**config.mk**
```make
export PLATFORM = sky130hd
export DESIGN_NAME = abo_regs
export DESIGN_NICKNAME = d
export VERILOG_FILES = /design/src/rtl/core/abo_pkg.sv /design/src/rtl/core/abo_regs.sv
export SDC_FILE = /design/constraint.sdc
export NUM_CORES = 1
export LEC_CHECK = 0
export BUFFER_PORTS_ARGS = -buffer_cell sky130_fd_sc_hd__buf_2
export CORE_ASPECT_RATIO = 1.4
export CORE_MARGIN = 5
export CORE_UTILIZATION = 49
export CTS_CLUSTER_SIZE = 20
export DETAILED_ROUTE_END_ITERATION = 6
export PLACE_DENSITY = 0.84
export SLEW_MARGIN = 40
export SYNTH_ARGS = -nofsm -noshare
export SYNTH_HDL_FRONTEND = slang
export SYNTH_SLANG_ARGS = --single-unit
```
**constraint.sdc**
```tcl
create_clock -name clk -period 3 [get_ports clk]
set_clock_uncertainty 0.1 [all_clocks]
set_input_delay 0.45 -clock clk [delete_from_list [all_inputs] [get_ports clk]]
set_output_delay 0.45 -clock clk [all_outputs]
set_load 0.1 [all_outputs]
```
**src/rtl/core/abo_pkg.sv**
```systemverilog
// Package for the alpha-beta angle observer.
// Holds widths, register indexes, controller states and the command struct.
// No dependencies.
`default_nettype none
package abo_pkg;

  localparam int ANGLE_BITS_DEF = 16;
  localparam int FRAC_BITS      = 16;
  localparam int UNIT_W         = 16;
  localparam int SPEED_W        = 32;
  localparam int PGAIN_W        = 18;
  localparam int VGAIN_W        = 24;
  localparam int DELAY_W        = 16;
  localparam int POLES_W        = 7;
  localparam int OFFSET_W       = 16;
  localparam int CFG_DATA_W     = 24;
  localparam int CFG_IDX_W      = 3;
  localparam int MUL_A_W        = VGAIN_W + 1;

  typedef enum logic [CFG_IDX_W-1:0] {
    REG_POS_GAIN = 3'd0,
    REG_VEL_GAIN = 3'd1,
    REG_DELAY    = 3'd2,
    REG_POLES    = 3'd3,
    REG_OFFSET   = 3'd4
  } reg_idx_t;

  typedef struct packed {
    logic [PGAIN_W-1:0]  position_gain;
    logic [VGAIN_W-1:0]  velocity_gain;
    logic [DELAY_W-1:0]  enc_delay;
    logic [POLES_W-1:0]  pole_count;
    logic [OFFSET_W-1:0] angle_offset;
  } cfg_t;

  typedef enum logic [2:0] {
    ST_IDLE,
    ST_DLY,
    ST_ERR,
    ST_POS,
    ST_VEL,
    ST_SPD,
    ST_EA,
    ST_EP
  } state_t;

  typedef enum logic [2:0] {
    MS_DLY,
    MS_POS,
    MS_VEL,
    MS_EA,
    MS_EP
  } mul_sel_t;

  typedef struct packed {
    logic     load_enc;
    logic     mul_en;
    mul_sel_t mul_sel;
    logic     err_en;
    logic     angle_en;
    logic     speed_en;
    logic     ea_en;
    logic     out_en;
  } cmd_t;

endpackage
`default_nettype wire

```
**src/rtl/core/abo_regs.sv**
```systemverilog
// Configuration register file of the angle observer.
// Depends on abo_pkg.
`default_nettype none
module abo_regs (
  input  wire logic                          clk,
  input  wire logic                          rst,
  input  wire logic                          cfg_write,
  input  wire logic [abo_pkg::CFG_IDX_W-1:0]  cfg_index,
  input  wire logic [abo_pkg::CFG_DATA_W-1:0] cfg_data,
  output abo_pkg::cfg_t                      cfg
);
  import abo_pkg::*;

  always_ff @(posedge clk) begin
    if (rst) begin
      cfg.position_gain <= '0;
      cfg.velocity_gain <= '0;
      cfg.enc_delay     <= '0;
      cfg.pole_count    <= POLES_W'(1);
      cfg.angle_offset  <= '0;
    end else if (cfg_write) begin
      case (cfg_index)
        REG_POS_GAIN: cfg.position_gain <= cfg_data[PGAIN_W-1:0];
        REG_VEL_GAIN: cfg.velocity_gain <= cfg_data[VGAIN_W-1:0];
        REG_DELAY:    cfg.enc_delay     <= cfg_data[DELAY_W-1:0];
        REG_POLES:    cfg.pole_count    <= cfg_data[POLES_W-1:0];
        REG_OFFSET:   cfg.angle_offset  <= cfg_data[OFFSET_W-1:0];
        default: ;
      endcase
    end
  end

endmodule
`default_nettype wire

```
After elaboration in Yosys (flattened, before gate mapping)
Cells that the tools add are included.

storage, ports and cells
  output and inout port bits = 81
  register bits = 81
  bits of input ports = 30

operators by class
  equal/unequal tests = 4
  reduce and logical (&&, ||, !) cells = 6

operators with widths
  kind                                            count
  AND reduction 2 bit                             5
  == test 3 x 2 -> 1 bit (second input constant)  2
  == test 3 x 1 -> 1 bit (second input constant)  1
  == test 3 bit (second input constant)           1
  logical NOT 3 bit                               1

Longest topological paths before layout
  depth in word-level cells = 2
  gate-level depth with buffers = 4
  depth with buffers taken out = 2

Worst setup path after synthesis
No wires, ideal clock.

  kind = input to register
  start point = in cfg_index[0] in the netlist's numbering
  end point = reg cfg[71] in the netlist's numbering
  buffers on the path = 1
  path slack = 1.523 ns
  stages on the path = 3
  arrival time = 1.255 ns
  cell sequence = or4b_4 > buf_6 > mux2i_1

on the way
  longest elaborated chain between the ends = 2

RTL lines
  item                                  RTL line        RTL
  from (decl)                           abo_regs.sv:8   input wire logic [abo_pkg::CFG_IDX_W-1:0] cfg_index,
  logical NOT 3 bit                     abo_regs.sv:22  case (cfg_index)
  AND reduction 2 bit (no source line)  n/a
  to (decl)                             abo_regs.sv:10  output abo_pkg::cfg_t cfg

Every way passes these cells.
A chain may end at the register's enable or synchronous reset.

Final worst setup path
  start point = reg cfg[22] in the netlist's numbering
  end point = out cfg[22] in the netlist's numbering

No word-level cell between the ends.

==> flow_summary.json <==
{
  "status": "completed",
  "core_area_um2": 6569,
  "path_max_fanout": 2,
  "antenna_cells": 0,
  "pwr_density_cell_nw_per_um2": 564.1,
  "top_regs": "cfg: 81 flops",
  "path_buf_inv": 1,
  "slowest_delay_ns": 0.44,
  "synth_area_per_cell_um2": 11.05,
  "seq_area_um2": 1622,
  "fin_setup_tns_ns": 0,
  "yosysUniqueCellTypes": 13,
  "ys_ff_latch": 81,
  "ir_drop_v": 0.0003486,
  "p_leak_nw": 2.128,
  "wl_um": 7345,
  "end_kind": "primary output",
  "placed_cell_area_um2": 3867,
  "cp_cell_sequence": "buf_2",
  "drtPass1Iterations": 4,
  "start_util_pct": 49.81,
  "crit_arrival_ns": 1.16,
  "crit_type": "flop to primary output",
  "post-cts-setup-buffers": 0,
  "ioPinCount": 111,
  "path_delay_family": "buffers and inverters",
  "dieArea_um2": 8435,
  "place_hpwl_um": 5233,
  "grt_max_degree": 63,
  "intPower_mw": 1.666,
  "port_buffers": 110,
  "worst_slack_ns": 1.291,
  "grt_pass1_wl_um": 12250,
  "hold_buffers": 0,
  "route.detailed.drc": 0,
  "syn_nets": 326,
  "clk_latency_ns": 0.35,
  "multi_input_area_um2": 1553,
  "globalRouteOverflowTotal": 0,
  "power_frac_seq_pct": 48.2,
  "post-place-ws_ns": 1.224,
  "power_mw": 2.304,
  "setup_violations": 0,
  "switching_share_pct": 27.72,
  "ant_nets": 0,
  "largest_reg_flops": 81,
  "cts_resized": 0,
  "period_share_pct": 56.97,
  "cts_buffer_depth": 2,
  "antenna_found_initial": 0,
  "fin_crit_ns": 1.709,
  "drv_cap": 0,
  "cts_tree": "built",
  "yosysSeqAreaShare_pct": 49.56,
  "final_cell_mix": "110 x buf_2, 104 x nand2b_1, 81 x mux2i_1, 81 x dfxtp_1, 10 x clkbuf_8",
  "final_core_util_pct": 62.19,
  "fin_cells": 479,
  "nets": 431,
  "tightestPinTransition_ns": 0.5603,
  "grt_pass1_vias": 2574,
  "rows": 35,
  "via_per_inst": 4.998,
  "cp-start-kind": "flop",
  "hold_viol_final": 0,
  "clk_pin_slew_ns": 0.08,
  "wl_per_cell_um": 15.33,
  "drtIter0Drc": 119,
  "p_sw_mw": 0.6387,
  "pwr-share-clk_pct": 37.6,
  "area_growth_pct": 24.86,
  "die_y_um": 106.7,
  "track_usage_pct": 18.61,
  "hold-worst-slack_ns": 0.2624,
  "relSlewSlack_pct": 62.44,
  "gp_congestion": 0.7460,
  "crit_slowest_cell": "buf_2",
  "synth_warnings": 0,
  "drive_gt1_share_pct": 32.59,
  "rsz0062_at_grt": "no",
  "root_buffer": "clkbuf_8",
  "crit_required_ns": 2.45,
  "cts_made_buffers": 9,
  "min_path_type": "input port to flop",
  "clock-sinks": 81,
  "final_common_cell": "buf_2",
  "placed_cells": 464,
  "design_area_um2": 4085,
  "fp.dieW_um": 79.06,
  "n_fill_cell": 549,
  "fmax_ghz": 0.5851,
  "top_register": "cfg",
  "slew_viol_final": 0,
  "htree_levels": 3,
  "syn_area_um2": 3272,
  "synthCells": 296,
  "vias": 2394,
  "power_frac_comb_pct": 14.2
}
-- power groups by stage --
| stage | sequential, mW | combinational, mW | clock [mW] |
|---|---|---|---|
| after floorplan | 1.31 | 0.0912 | 0 |
| after global placement | 1.14 | 0.325 | 0 |
| after detailed placement | 1.14 | 0.328 | 0 |
| after CTS | 1.11 | 0.330 | 0.889 |
| after global routing | 1.11 | 0.343 | 0.943 |
| final | 1.11 | 0.327 | 0.867 |
-- final timing paths --
check	end	slack (ns)	start	cells after the start
worst min-delay path	cfg[58]	0.26	cfg_data[19]	3
worst max register to register	cfg[16]	2.26	cfg[16]	2
worst min register to register	cfg[51]	0.37	cfg[51]	2
worst max-delay path	cfg[22]	1.29	cfg[22]	1
-- synthesized netlist by cell type --
master	n	area, um2
nand2b_1	104	650.6
and4bb_1	1	12.51
or4b_4	1	13.76
buf_4	3	22.52
buf_2	5	25.02
dfxtp_1	81	1622
mux2i_1	81	810.8
clkbuf_1	12	45.04
nand4b_1	1	8.760
nor2_1	2	7.510
nor4b_1	1	8.760
buf_6	1	11.26
nand4bb_1	3	33.78
-- metal layers --
layer	routed length [um]	GRT usage (%)	vias up
li1	-	-	1182
met5	0	0	-
met4	127	7.494	0
met3	444	4.958	9
met2	3794	33.25	65
met1	2979	20.61	1138
-- logic make-up after synthesis --
group | share of synthesized area (%)
buf+inv | 3.174
simple gates | 22.49
mux | 24.78
flops | 49.56
-- cell type report --
type | instances | share of cell area [%]
Clock inverter | 5 | 1.960
Timing Repair Buffer | 115 | 14.70
Multi-Input combinational cell | 194 | 38.01
Sequential cell | 81 | 39.69
Clock buffer | 10 | 3.369
Tap cell | 74 | 2.266
(Power assumes the default switching activity.)
