File: src/rtl/core/abo_pkg.sv
// Package for the alpha-beta angle observer.
// Holds widths, register indexes, controller states and the command struct.
// No dependencies.
`default_nettype none
package abo_pkg;

  localparam int ANGLE_BITS_DEF = 16;
  localparam int FRAC_BITS      = 16;
  localparam int UNIT_W         = 16;
  localparam int SPEED_W        = 32;
  localparam int PGAIN_W        = 18;
  localparam int VGAIN_W        = 24;
  localparam int DELAY_W        = 16;
  localparam int POLES_W        = 7;
  localparam int OFFSET_W       = 16;
  localparam int CFG_DATA_W     = 24;
  localparam int CFG_IDX_W      = 3;
  localparam int MUL_A_W        = VGAIN_W + 1;

  typedef enum logic [CFG_IDX_W-1:0] {
    REG_POS_GAIN = 3'd0,
    REG_VEL_GAIN = 3'd1,
    REG_DELAY    = 3'd2,
    REG_POLES    = 3'd3,
    REG_OFFSET   = 3'd4
  } reg_idx_t;

  typedef struct packed {
    logic [PGAIN_W-1:0]  position_gain;
    logic [VGAIN_W-1:0]  velocity_gain;
    logic [DELAY_W-1:0]  enc_delay;
    logic [POLES_W-1:0]  pole_count;
    logic [OFFSET_W-1:0] angle_offset;
  } cfg_t;

  typedef enum logic [2:0] {
    ST_IDLE,
    ST_DLY,
    ST_ERR,
    ST_POS,
    ST_VEL,
    ST_SPD,
    ST_EA,
    ST_EP
  } state_t;

  typedef enum logic [2:0] {
    MS_DLY,
    MS_POS,
    MS_VEL,
    MS_EA,
    MS_EP
  } mul_sel_t;

  typedef struct packed {
    logic     load_enc;
    logic     mul_en;
    mul_sel_t mul_sel;
    logic     err_en;
    logic     angle_en;
    logic     speed_en;
    logic     ea_en;
    logic     out_en;
  } cmd_t;

endpackage
`default_nettype wire

File: src/rtl/core/abo_ctrl.sv
// Controller of the angle observer: sequences the shared multiplier
// and owns the input and output handshakes. Depends on abo_pkg.
`default_nettype none
module abo_ctrl (
  input  wire logic  clk,
  input  wire logic  rst,
  input  wire logic  in_valid,
  output logic       in_ready,
  output logic       out_valid,
  input  wire logic  out_ready,
  output abo_pkg::cmd_t cmd
);
  import abo_pkg::*;

  state_t state, state_next;
  logic   out_valid_next;

  always_ff @(posedge clk) begin
    if (rst) begin
      state     <= ST_IDLE;
      out_valid <= 1'b0;
    end else begin
      state     <= state_next;
      out_valid <= out_valid_next;
    end
  end

  always_comb begin
    state_next = state;
    cmd        = '0;
    cmd.mul_sel = MS_DLY;
    in_ready   = 1'b0;
    case (state)
      ST_IDLE: begin
        in_ready = 1'b1;
        if (in_valid) begin
          cmd.load_enc = 1'b1;
          state_next   = ST_DLY;
        end
      end
      ST_DLY: begin
        cmd.mul_en  = 1'b1;
        cmd.mul_sel = MS_DLY;
        state_next  = ST_ERR;
      end
      ST_ERR: begin
        cmd.err_en = 1'b1;
        state_next = ST_POS;
      end
      ST_POS: begin
        cmd.mul_en  = 1'b1;
        cmd.mul_sel = MS_POS;
        state_next  = ST_VEL;
      end
      ST_VEL: begin
        cmd.mul_en   = 1'b1;
        cmd.mul_sel  = MS_VEL;
        cmd.angle_en = 1'b1;
        state_next   = ST_SPD;
      end
      ST_SPD: begin
        cmd.mul_en   = 1'b1;
        cmd.mul_sel  = MS_EA;
        cmd.speed_en = 1'b1;
        state_next   = ST_EA;
      end
      ST_EA: begin
        cmd.mul_en  = 1'b1;
        cmd.mul_sel = MS_EP;
        cmd.ea_en   = 1'b1;
        state_next  = ST_EP;
      end
      ST_EP: begin
        if (!out_valid || out_ready) begin
          cmd.out_en = 1'b1;
          state_next = ST_IDLE;
        end
      end
      default: state_next = ST_IDLE;
    endcase
  end

  always_comb begin
    if (cmd.out_en) begin
      out_valid_next = 1'b1;
    end else if (out_ready) begin
      out_valid_next = 1'b0;
    end else begin
      out_valid_next = out_valid;
    end
  end

endmodule
`default_nettype wire

File: config.mk
export PLATFORM = sky130hd
export DESIGN_NAME = abo_ctrl
export DESIGN_NICKNAME = d
export VERILOG_FILES = /design/src/rtl/core/abo_pkg.sv /design/src/rtl/core/abo_ctrl.sv
export SDC_FILE = /design/constraint.sdc
export NUM_CORES = 1
export LEC_CHECK = 0
export BUFFER_PORTS_ARGS = -buffer_cell sky130_fd_sc_hd__buf_2
export CORE_AREA = 2 2 39 41
export CTS_CLUSTER_SIZE = 8
export DETAILED_ROUTE_END_ITERATION = 10
export DIE_AREA = 0 0 41 43
export SETUP_SLACK_MARGIN = 0.5
export SYNTH_ARGS = -nofsm -noshare
export SYNTH_HDL_FRONTEND = slang
export SYNTH_SLANG_ARGS = --single-unit
File: constraint.sdc
create_clock -name clk -period 0.9 [get_ports clk]
set_input_delay 0 -clock clk [delete_from_list [all_inputs] [get_ports clk]]
set_output_delay 0 -clock clk [all_outputs]
set_load 0.005 [all_outputs]
### Word-level counts from Yosys, hierarchy flattened

Cells that the tools add are included.

* bits in registers: 4
* input port bits: 4
* word-level logic and storage cells: 31
* output and inout bits: 12

* eq/ne operators: 9
* reductions and logical operators: 5
* muxes and demuxes: 15

Operators by type and width (number)
* one-hot mux 3 bit (8 select lines): 1
* one-hot mux 4 bit (5 select lines): 1
* == test 3 bit (second input constant): 4
* two-way mux 1 bit: 11
* == test 3 x 2 -> 1 bit (second input constant): 2
* two-way mux 3 bit: 2
* != test 2 bit (second input constant): 2
* == test 3 x 1 -> 1 bit (second input constant): 1
* logical NOT 3 bit: 1
* AND reduction 2 bit: 1
* nonzero test 2 bit: 1
* logical NOT 1 bit: 1
* logical OR 1 bit: 1

### Depth between registers and ports, before layout

Gate-level depths: netlist of run 1.

* depth in word-level cells: 5
* gate-level depth with buffers: 4
* depth with buffers taken out: 2

### Worst setup path after synthesis of run 1

OpenSTA, ideal clock, no wires.

* path kind: reg-to-reg
* start point: reg state[2]
* end point: reg state[0]
* clock period less this slack: 0.889 ns
* path buffers: 1
* cell stages (with the launch flop): 4
* data arrival time: 0.786 ns
* slack: 0.011 ns
* setup time: 0.103 ns
* required time: 0.797 ns
* cells stage by stage: dfxtp_1 -> buf_6 -> nor3_2 -> a2111oi_2

* cells in the longest elaborated chain, start to end: 3
* elaborated cells between the ends (all ways): 12
* those cells by class: 9 x eq/ne; 1 x mux; 2 x reduce/logical

Ends and longest elaborated chain
* start, declared: RTL line abo_ctrl.sv:15 `state_t state, state_next;`
* start signal, assigned: RTL line abo_ctrl.sv:23 `state <= state_next;`
* == test 3 bit / logical NOT 3 bit (equally long branches): RTL line abo_ctrl.sv:33 `case (state)`
* != test 2 bit (no line)
* AND reduction 2 bit (no line)

Parallel ways exist; a longest one is shown, timed or not.
A chain may end at the register's enable or synchronous reset.

==> impl_metrics.env, run 1 <==
export IMPL_drt_pass1_iter_count=4
export IMPL_wl_per_cell_um=10.5
export IMPL_clkLatencyLatePin_ns=0.23
export IMPL_hold_depth=2
export IMPL_syn2layout_area_growth_pct=92.5
export IMPL_violations="hold timing, setup timing"
export IMPL_clockBufferDepth=2
export IMPL_cts_made_buffers=3
export IMPL_clockPowerShare_pct=32.1
export IMPL_grt_pass1_vias=306
export IMPL_ff2ff_setup_slack_ns=-0.16
export IMPL_critPathLaunch="state[2]"
export IMPL_synthCells=34
export IMPL_leakagePower_nw=0.279
export IMPL_hp_class="in2reg"
export IMPL_r2r_start="state[2]"
export IMPL_nets=68
export IMPL_synth_top_area_share_pct=26.6
export IMPL_tightest_slew_ns=0.260
export IMPL_clk_pin_slew_ns=0.03
export IMPL_worstHoldEndpoint="out_valid"
export IMPL_place_congestion=0.654
export IMPL_internal_power_mw=0.493
export IMPL_avgSynthCellArea_um2=8.87
export IMPL_seq_power_share_pct=32.5
export IMPL_fill_cells=135
export IMPL_dp_hpwl_um=498
export IMPL_rows=14
export IMPL_die_h_um=43
export IMPL_hold_viol_final=2
export IMPL_min_period_ns=1.13
export IMPL_rsz0062_at_grt="true"
export IMPL_skew_ns=0.00525
export IMPL_drt_antenna_violating_nets=0
export IMPL_vias_per_cell=4.18
export IMPL_switching_share_pct=27.6
export IMPL_p_per_area_nw_per_um2=1170
export IMPL_ys_warn_count=0
export IMPL_overflow=0
export IMPL_setup_viol=13
export IMPL_worstPathRequired_ns=0.90
export IMPL_slew_headroom_pct=82.6
export IMPL_min_from="rst"
export IMPL_yosysTopAreaCell="dfxtp_1"
export IMPL_pin_count=16
export IMPL_port_buffers=15
export IMPL_vias=326
export IMPL_finalCritPeriodShare_pct=125
export IMPL_fmax_ghz=0.886
export IMPL_clock_sinks=4
export IMPL_synth_seq_area_share_pct=26.6
export IMPL_mostFrequentLayoutCell="buf_6"
export IMPL_clockRootBuffer="clkbuf_4"
export IMPL_drcViolationCount=0
export IMPL_holdWs_ns=-0.0146
export IMPL_peakVddDrop_mv=0.437
export IMPL_endpoint_kind="output port"
export IMPL_setup_slack_ns=-0.228
export IMPL_maxCapViolations=0
export IMPL_n_antenna_cell=0
export IMPL_synth_area_leaders="dfxtp_1 (27%), and2_1 (8.3%), buf_4 (7.5%)"
export IMPL_core_region_area_um2=1380
export IMPL_drtIter0Drc=1
export IMPL_combPwrFrac_pct=35.3
export IMPL_die_w_um=41
export IMPL_h_tree_depth=1
export IMPL_antenna_found_initial=0
export IMPL_die_area_um2=1760
export IMPL_grt_total_usage_pct=10.6
export IMPL_start_util_pct=21.8
export IMPL_cp_start_kind="flop"
export IMPL_status="finished, violations left"
export IMPL_syn_nets=38
export IMPL_path_class="reg2out"
export IMPL_r2r_cells=5
export IMPL_drive_above_1_share_pct=77.4
export IMPL_drv_slew=0
export IMPL_cts_tree="yes"
export IMPL_cp_arrival_ns=1.13
export IMPL_p_sw_mw=0.188
export IMPL_layout_common_cells="buf_6 (14), buf_2 (12), buf_4 (4), clkbuf_4 (3)"
export IMPL_finalSetupTns_ns=-1.75
export IMPL_grt_max_degree=9
export IMPL_grt_first_pass_wirelength_um=1210
export IMPL_ys_ff_latch=4
export IMPL_finalWirelength_um=822
export IMPL_netlist_area_um2=302
export IMPL_timing_critical_path_fanout_max=6
export IMPL_r2r_end="state[2]"
export IMPL_ys_types=20
[critical path: stages (launching register included)]
cell and delay [ns]:
dfxtp_2 0.33, buf_6 0.13, and2b_1 0.17, o21a_1 0.16, buf_2 0.12
[layout make-up]
| cell class | count | area [um^2] | share of cell area, % |
|---|---|---|---|
| flip-flops and latches | 4 | 90.1 | 15.5 |
| clock buffers | 3 | 22.5 | 3.88 |
| repair buffers | 30 | 248 | 42.7 |
| well taps | 16 | 20.0 | 3.45 |
| multi-input cells | 25 | 200 | 34.5 |
[per-layer routing]
layer,GRT usage (%),routed length [um]
met5,0,0
met4,6.00,0
met3,4.71,36
met2,16.9,461
met1,10.6,324
[state kept, by name, summed over array words and instances, names as in the netlist]
| register | count |
|---|---|
| state | 3 |
| out_valid | 1 |
[repair_timing]
action	4_1_cts	5_1_grt
setup buffers	8	2
hold endpoints to repair	3	2
setup endpoints to repair	16	16
gates resized for setup	14	6
pin swaps	4	5
[power groups by stage]
stage | logic, mW | clock network, mW | registers, mW
floorplan | 0.122 | 0 | 0.208
global placement | 0.148 | 0 | 0.228
detailed placement | 0.149 | 0 | 0.229
CTS | 0.218 | 0.231 | 0.221
global route | 0.259 | 0.241 | 0.224
finish | 0.241 | 0.219 | 0.222
[synthesized netlist by cell type (all sizes together)]
cell type	n
a31oi	1
nand2	1
nor2	3
and2	4
and2b	1
dfxtp	4
nor3b	1
nor3	2
and3	1
o21bai	1
buf	5
nand3	1
nor2b	2
o21a	1
a2111oi	1
nand3b	1
a211oi	1
nand2b	1
a21oi	2
[worst max-delay path by stage]
stage | endpoint | slack (ns) | depth (start not counted)
final | cmd[5] | -0.23 | 4
after global routing | cmd[5] | -0.27 | 4
after CTS | cmd[5] | -0.23 | 4
after detailed placement | cmd[5] | -0.05 | 3
after global placement | cmd[5] | -0.04 | 3
after floorplan | cmd[0] | 0.03 | 4
[kinds of logic (layout without fill, tap and decap cells)]
logic type / Yosys count / in the layout / share of synthesized area, %
simple gates: 18 / 18 / 39.0
compound gates: 7 / 7 / 19.5
buf+inv: 5 / 33 / 14.9
flops: 4 / 4 / 26.6
[stage by stage]
| step | setup slack, ns | total power, mW | std cells | cell area, um^2 | utilization [%] |
|---|---|---|---|---|---|
| 6_report | -0.228 | 0.681 | 78 | 581 | 42.0 |
| 5_1_grt | -0.272 | 0.723 | 78 | 581 | 42.0 |
| 4_1_cts | -0.233 | 0.671 | 76 | 541 | 39.1 |
| 3_5_place_dp | -0.0464 | 0.378 | 65 | 404 | 29.2 |
| 3_3_place_gp | -0.0364 | 0.376 | 65 | 404 | 29.2 |
| 2_1_floorplan | 0.0334 | 0.330 | 34 | 320 | - |
Note: power is estimated with default switching activity, not from simulation.
==> run 2: changes to the inputs <==
--- a/config.mk
+++ b/config.mk
@@ -5,11 +5,13 @@
 export SDC_FILE = /design/constraint.sdc
 export NUM_CORES = 1
 export LEC_CHECK = 0
+export ABC_AREA = 1
 export BUFFER_PORTS_ARGS = -buffer_cell sky130_fd_sc_hd__buf_2
 export CORE_AREA = 2 2 39 41
 export CTS_CLUSTER_SIZE = 8
 export DETAILED_ROUTE_END_ITERATION = 10
 export DIE_AREA = 0 0 41 43
+export PLACE_DENSITY = 0.43
 export SETUP_SLACK_MARGIN = 0.5
 export SYNTH_ARGS = -nofsm -noshare
 export SYNTH_HDL_FRONTEND = slang
==> run 2 against run 1 <==
Area after synthesis fell by 4.1%. The run still ends with hold timing, setup timing left. Routed wire length fell by 20%. Count of clock-buffer cells in the layout rose by 1. Sequential power rose by 11%. Synthesized cell count rose by 26%. Largest power group unchanged. Via count fell by 1.5%. Register-to-register slack improved by 0.10 ns. Worst hold slack got worse by 0.063 ns. Die area did not move. Final cell count rose by 5.1%. First-iteration DRC count rose to 4.0 times the previous value.
==> impl_metrics.env, run 2 <==
export IMPL_start_util_pct=20.9
export IMPL_overflow=0
export IMPL_layout_cells_non_filler=82
export IMPL_hp_class="in2reg"
export IMPL_holdWs_ns=-0.0771
export IMPL_place_congestion=0.721
export IMPL_port_buffers=15
export IMPL_clockBufferDepth=2
export IMPL_postLayoutCoreUtil_pct=36.5
export IMPL_layout_common_cells="buf_2 (15), inv_1 (7), buf_4 (6), inv_2 (4)"
export IMPL_top_register="state"
export IMPL_grt_first_pass_wirelength_um=1060
export IMPL_hold_viol_final=1
export IMPL_finalWirelength_um=661
export IMPL_tightest_slew_ns=0.222
export IMPL_cp_arrival_ns=1.02
export IMPL_rows=14
export IMPL_max_stage_delay_ns=0.32
export IMPL_min_from="rst"
export IMPL_worstPathCellList="inv_2, buf_6, nor3_4, buf_2"
export IMPL_antenna_found_initial=0
export IMPL_syn2layout_area_growth_pct=74.9
export IMPL_clk_pin_slew_ns=0.04
export IMPL_multiInputGateArea_um2=196
export IMPL_dp_cells=75
export IMPL_die_w_um=41
export IMPL_die_h_um=43
export IMPL_critical_path_slowest_cell="dfxtp_2"
export IMPL_mostFrequentLayoutCell="buf_2"
export IMPL_ys_ff_latch=4
export IMPL_leakagePower_nw=0.300
export IMPL_ys_warn_count=0
export IMPL_synth_area_leaders="dfxtp_1 (28%), inv_1 (13%), buf_4 (7.8%)"
export IMPL_clockRootBuffer="clkbuf_4"
export IMPL_clkLatencyLatePin_ns=0.24
export IMPL_grt_total_usage_pct=9.32
export IMPL_violations="hold timing, setup timing"
export IMPL_synth_commonest_cells="inv_1 (10), nor2_1 (5), dfxtp_1 (4), o21ai_0 (4)"
export IMPL_r2r_start="state[0]"
export IMPL_die_area_um2=1760
export IMPL_maxCapViolations=0
export IMPL_min_period_ns=1.02
export IMPL_yosysTopAreaCell="dfxtp_1"
export IMPL_cp_start_kind="flop"
export IMPL_syn_nets=47
export IMPL_regArea_um2=90.1
export IMPL_largest_reg_flops=3
export IMPL_worstPathRequired_ns=0.90
export IMPL_total_power_mw=0.826
export IMPL_setup_slack_ns=-0.118
export IMPL_path_class="reg2out"
export IMPL_dp_hpwl_um=517
export IMPL_vias_per_cell=3.91
export IMPL_grt_pass1_vias=282
export IMPL_core_region_area_um2=1380
export IMPL_drv_slew=0
export IMPL_ys_types=17
export IMPL_synth_seq_area_share_pct=27.7
export IMPL_endpoint_kind="output port"
export IMPL_drt_pass1_iter_count=2
export IMPL_drt_antenna_violating_nets=0
export IMPL_synth_ff_type="dfxtp_1"
export IMPL_timing_critical_path_fanout_max=5
export IMPL_status="finished, violations left"
export IMPL_cts_made_buffers=3
export IMPL_top_regs="state: 3 flops, out_valid: 1 flops"
export IMPL_drcViolationCount=0
export IMPL_fmax_ghz=0.982
export IMPL_peakVddDrop_mv=0.607
export IMPL_n_antenna_cell=0
export IMPL_ys_async_sr_fraction_pct=0
export IMPL_setup_viol=13
export IMPL_grt_max_degree=7
export IMPL_synth_top_area_share_pct=27.7
export IMPL_clock_sinks=4
export IMPL_nets=71
export IMPL_pin_count=16
export IMPL_p_per_area_nw_per_um2=1630
export IMPL_wl_per_cell_um=8.06
export IMPL_drive_above_1_share_pct=71.2
export IMPL_finalSetupTns_ns=-1.05
export IMPL_skew_ns=0.00348
export IMPL_synth_edf_count=0
export IMPL_synth_most_common_cell="inv_1"
export IMPL_h_tree_depth=1
export IMPL_cts_tree="yes"
export IMPL_fill_cells=163
export IMPL_slew_headroom_pct=85.2
export IMPL_vias=321
export IMPL_critPathLaunch="state[2]"
export IMPL_finalCritPeriodShare_pct=113
export IMPL_avgSynthCellArea_um2=6.72
export IMPL_rsz0062_at_grt="true"
export IMPL_netlist_area_um2=289
export IMPL_drtIter0Drc=4
export IMPL_synthCells=43
[run 2: logic make-up after synthesis]
logic type	after synthesis	synth area share, %
xor+xnor	1	3.03
simple gates	18	34.6
buf+inv	14	22.1
flops	4	27.7
compound gates	6	12.6
[run 2: through the flow]
step                worst slack, ns  area, um^2
floorplan                    0.0111         305
global placement            -0.0531         404
detailed placement          -0.0596         404
CTS                          -0.148         484
global route                 -0.178         505
finish                       -0.118         505
[run 2: critical path: cells and delay by family, from the launching register on]
family | cells | cell delay, ns
DFF | 1 | 0.32
and+or+nand+nor | 1 | 0.15
buffers and inverters | 3 | 0.32
[run 2: path summary, 6_finish.rpt]
check	end	slack (ns)	cells past startpoint
hold reg to reg	state[1]	0.57	4
setup / recovery	cmd[7]	-0.12	4
hold / removal	state[1]	-0.08	2
setup reg to reg	state[1]	-0.06	4
[run 2: power by group]
group | internal (mW) | switching (mW)
sequential | 0.207 | 0.0389
clock | 0.167 | 0.0807
combinational | 0.170 | 0.162
[run 2: cell type report]
type | instances | share of cell area, %
multi-input combinational | 25 | 38.9
timing repair buffer | 22 | 26.0
sequential | 4 | 17.8
inverter | 11 | 8.17
clock buffer | 4 | 5.20
tap | 16 | 3.96
[run 2: metal layers]
metal / GRT usage, % / routed length [um]
met1: 9.90 / 302
met2: 12.8 / 305
met5: 0 / 0
met4: 10.0 / 10
met3: 3.14 / 42
[run 2: what timing repair did]
action | in CTS | in global routing
pin swaps | 5 | 4
resized for setup | 11 | 6
setup buffers | 3 | 0
endpoints found under the hold margin | 1 | 1
setup endpoints to repair | 16 | 16
==> run 3: changes to the inputs <==
--- a/config.mk
+++ b/config.mk
@@ -11,7 +11,7 @@
 export CTS_CLUSTER_SIZE = 8
 export DETAILED_ROUTE_END_ITERATION = 10
 export DIE_AREA = 0 0 41 43
-export PLACE_DENSITY = 0.43
+export PLACE_DENSITY_LB_ADDON = 0.3
 export SETUP_SLACK_MARGIN = 0.5
 export SYNTH_ARGS = -nofsm -noshare
 export SYNTH_HDL_FRONTEND = slang
==> run 3 against run 2 <==
The run still ends with hold timing, setup timing left. Critical path depth decreased by 1. Clock power increased by 2%. Via count increased by 8.7%. Setup slack got worse by 0.014 ns. Register-to-register slack about the same. Routed wire length increased by 10%. Final cell count increased by 3.7%. Die area unchanged. Fmax decreased by 1.3%. Largest power group unchanged. Cell area increased by 8.2%. Sequential share of layout area decreased by 0.89 points. Worst hold slack got worse by 0.0079 ns.
==> impl_metrics.env, run 3 (same netlist as run 2, synthesis figures left out) <==
export IMPL_status="finished, violations left"
export IMPL_violations="hold timing, setup timing"
export IMPL_tightest_slew_ns=0.189
export IMPL_skew_ns=0.00473
export IMPL_ff2ff_setup_slack_ns=-0.06
export IMPL_setup_viol=14
export IMPL_clockRootBuffer="clkbuf_4"
export IMPL_worstPathRequired_ns=0.90
export IMPL_place_congestion=0.699
export IMPL_max_stage_delay_ns=0.36
export IMPL_grt_first_pass_wirelength_um=1110
export IMPL_die_area_um2=1760
export IMPL_finalSetupTns_ns=-1.22
export IMPL_grt_total_usage_pct=9.93
export IMPL_hp_class="in2reg"
export IMPL_worstPathCellList="buf_4, nor3_4, buf_2"
export IMPL_cp_arrival_ns=1.03
export IMPL_path_class="reg2out"
export IMPL_drcViolationCount=0
export IMPL_overflow=0
export IMPL_die_w_um=41
export IMPL_port_buffers=15
export IMPL_top_regs="state: 3 flops, out_valid: 1 flops"
export IMPL_maxCapViolations=0
export IMPL_clock_sinks=4
export IMPL_vias_per_cell=4.11
export IMPL_timing_critical_path_fanout_max=5
export IMPL_top_register="state"
export IMPL_finalWirelength_um=728
export IMPL_cts_tree="yes"
export IMPL_critical_path_slowest_cell="dfxtp_4"
export IMPL_largest_reg_flops=3
export IMPL_holdWs_ns=-0.0850
export IMPL_dp_hpwl_um=551
export IMPL_dpl_worst_slack_ns=-0.0325
export IMPL_peakVddDrop_mv=0.437
export IMPL_design_area_um2=547
export IMPL_antenna_found_initial=0
export IMPL_slew_headroom_pct=87.3
export IMPL_leakagePower_nw=0.300
export IMPL_pin_count=16
export IMPL_start_util_pct=20.9
export IMPL_fmax_ghz=0.969
export IMPL_die_h_um=43
export IMPL_postLayoutCoreUtil_pct=39.5
export IMPL_layout_common_cells="buf_2 (14), buf_4 (8), inv_1 (7)"
export IMPL_drv_slew=0
export IMPL_grt_max_degree=7
export IMPL_drt_antenna_violating_nets=0
export IMPL_drtIter0Drc=8
export IMPL_cp_start_kind="flop"
export IMPL_mostFrequentLayoutCell="buf_2"
export IMPL_n_antenna_cell=0
export IMPL_core_region_area_um2=1380
export IMPL_drt_pass1_iter_count=4
export IMPL_setup_slack_ns=-0.132
export IMPL_syn2layout_area_growth_pct=89.2
export IMPL_total_power_mw=0.867
export IMPL_endpoint_kind="output port"
export IMPL_drive_above_1_share_pct=72.5
export IMPL_clkLatencyLatePin_ns=0.24
export IMPL_crit_family="flip-flops"
export IMPL_path_buf_inv=2
export IMPL_clockBufferDepth=2
export IMPL_h_tree_depth=1
export IMPL_min_period_ns=1.03
export IMPL_vias=349
export IMPL_clk_pin_slew_ns=0.04
export IMPL_hold_viol_final=1
export IMPL_finalCritPeriodShare_pct=115
export IMPL_placed_area_um2=412
export IMPL_fill_cells=148
export IMPL_rsz0062_at_grt="true"
export IMPL_grt_pass1_vias=291
export IMPL_nets=74
export IMPL_p_per_area_nw_per_um2=1590
export IMPL_rows=14
export IMPL_cts_made_buffers=3
export IMPL_wl_per_cell_um=8.56
[run 3: cell count changes in the layout (fill, tap and decap cells not counted), moves of 2 or more]
| cell | before | now |
|---|---|---|
| inv_4 | 0 | 2 |
| buf_4 | 6 | 8 |
| buf_6 | 1 | 3 |
| o21ai_1 | 3 | 1 |
| inv_2 | 4 | 2 |
[run 3: layout make-up]
type	instances	area [um^2]	share of cell area, %
well taps	16	20.0	3.66
clock buffers	4	26.3	4.81
repair buffers	25	164	30.0
flip-flops and latches	4	92.6	16.9
multi-input cells	25	198	36.2
inverters	11	46.3	8.47
[run 3: where the power goes]
part / internal (mW) / leakage, nW / switching [mW]
sequential: 0.206 / 0.0353 / 0.0433
combinational: 0.191 / 0.250 / 0.174
clock: 0.167 / 0.0150 / 0.0851
total: 0.565 / 0.300 / 0.303
[run 3: path summary, 6_finish.rpt]
| path | cells after the start | end | from |
|---|---|---|---|
| worst max register to register | 7 | state[0] | state[1] |
| worst max-delay path | 3 | cmd[1] | state[0] |
| worst min-delay path | 2 | state[1] | rst |
| worst min register to register | 4 | state[1] | out_valid |
[run 3: per-layer routing]
| layer | vias to the layer above | global-route usage, % | share of wire [%] |
|---|---|---|---|
| met2 | 17 | 14.4 | 47 |
| met5 | - | 0 | 0 |
| met3 | 4 | 3.14 | 10 |
| met1 | 147 | 9.29 | 38 |
| met4 | 0 | 12.0 | 4.9 |
| li1 | 181 | - | - |
[run 3: stage by stage]
| stage | cells | hold WS, ns |
|---|---|---|
| after global routing | 85 | -0.0811 |
| after global placement | 76 | 0.172 |
| after CTS | 85 | -0.0930 |
| after floorplan | 43 | 0.0533 |
| after detailed placement | 76 | 0.168 |
| final | 85 | -0.0850 |
[run 3: timing repair]
item	4_1_cts	5_1_grt
cloned	0	0
buffers inserted	5	0
endpoints found under the setup margin	16	16
resized for setup	15	6
pin swaps	5	4
endpoints found under the hold margin	1	1
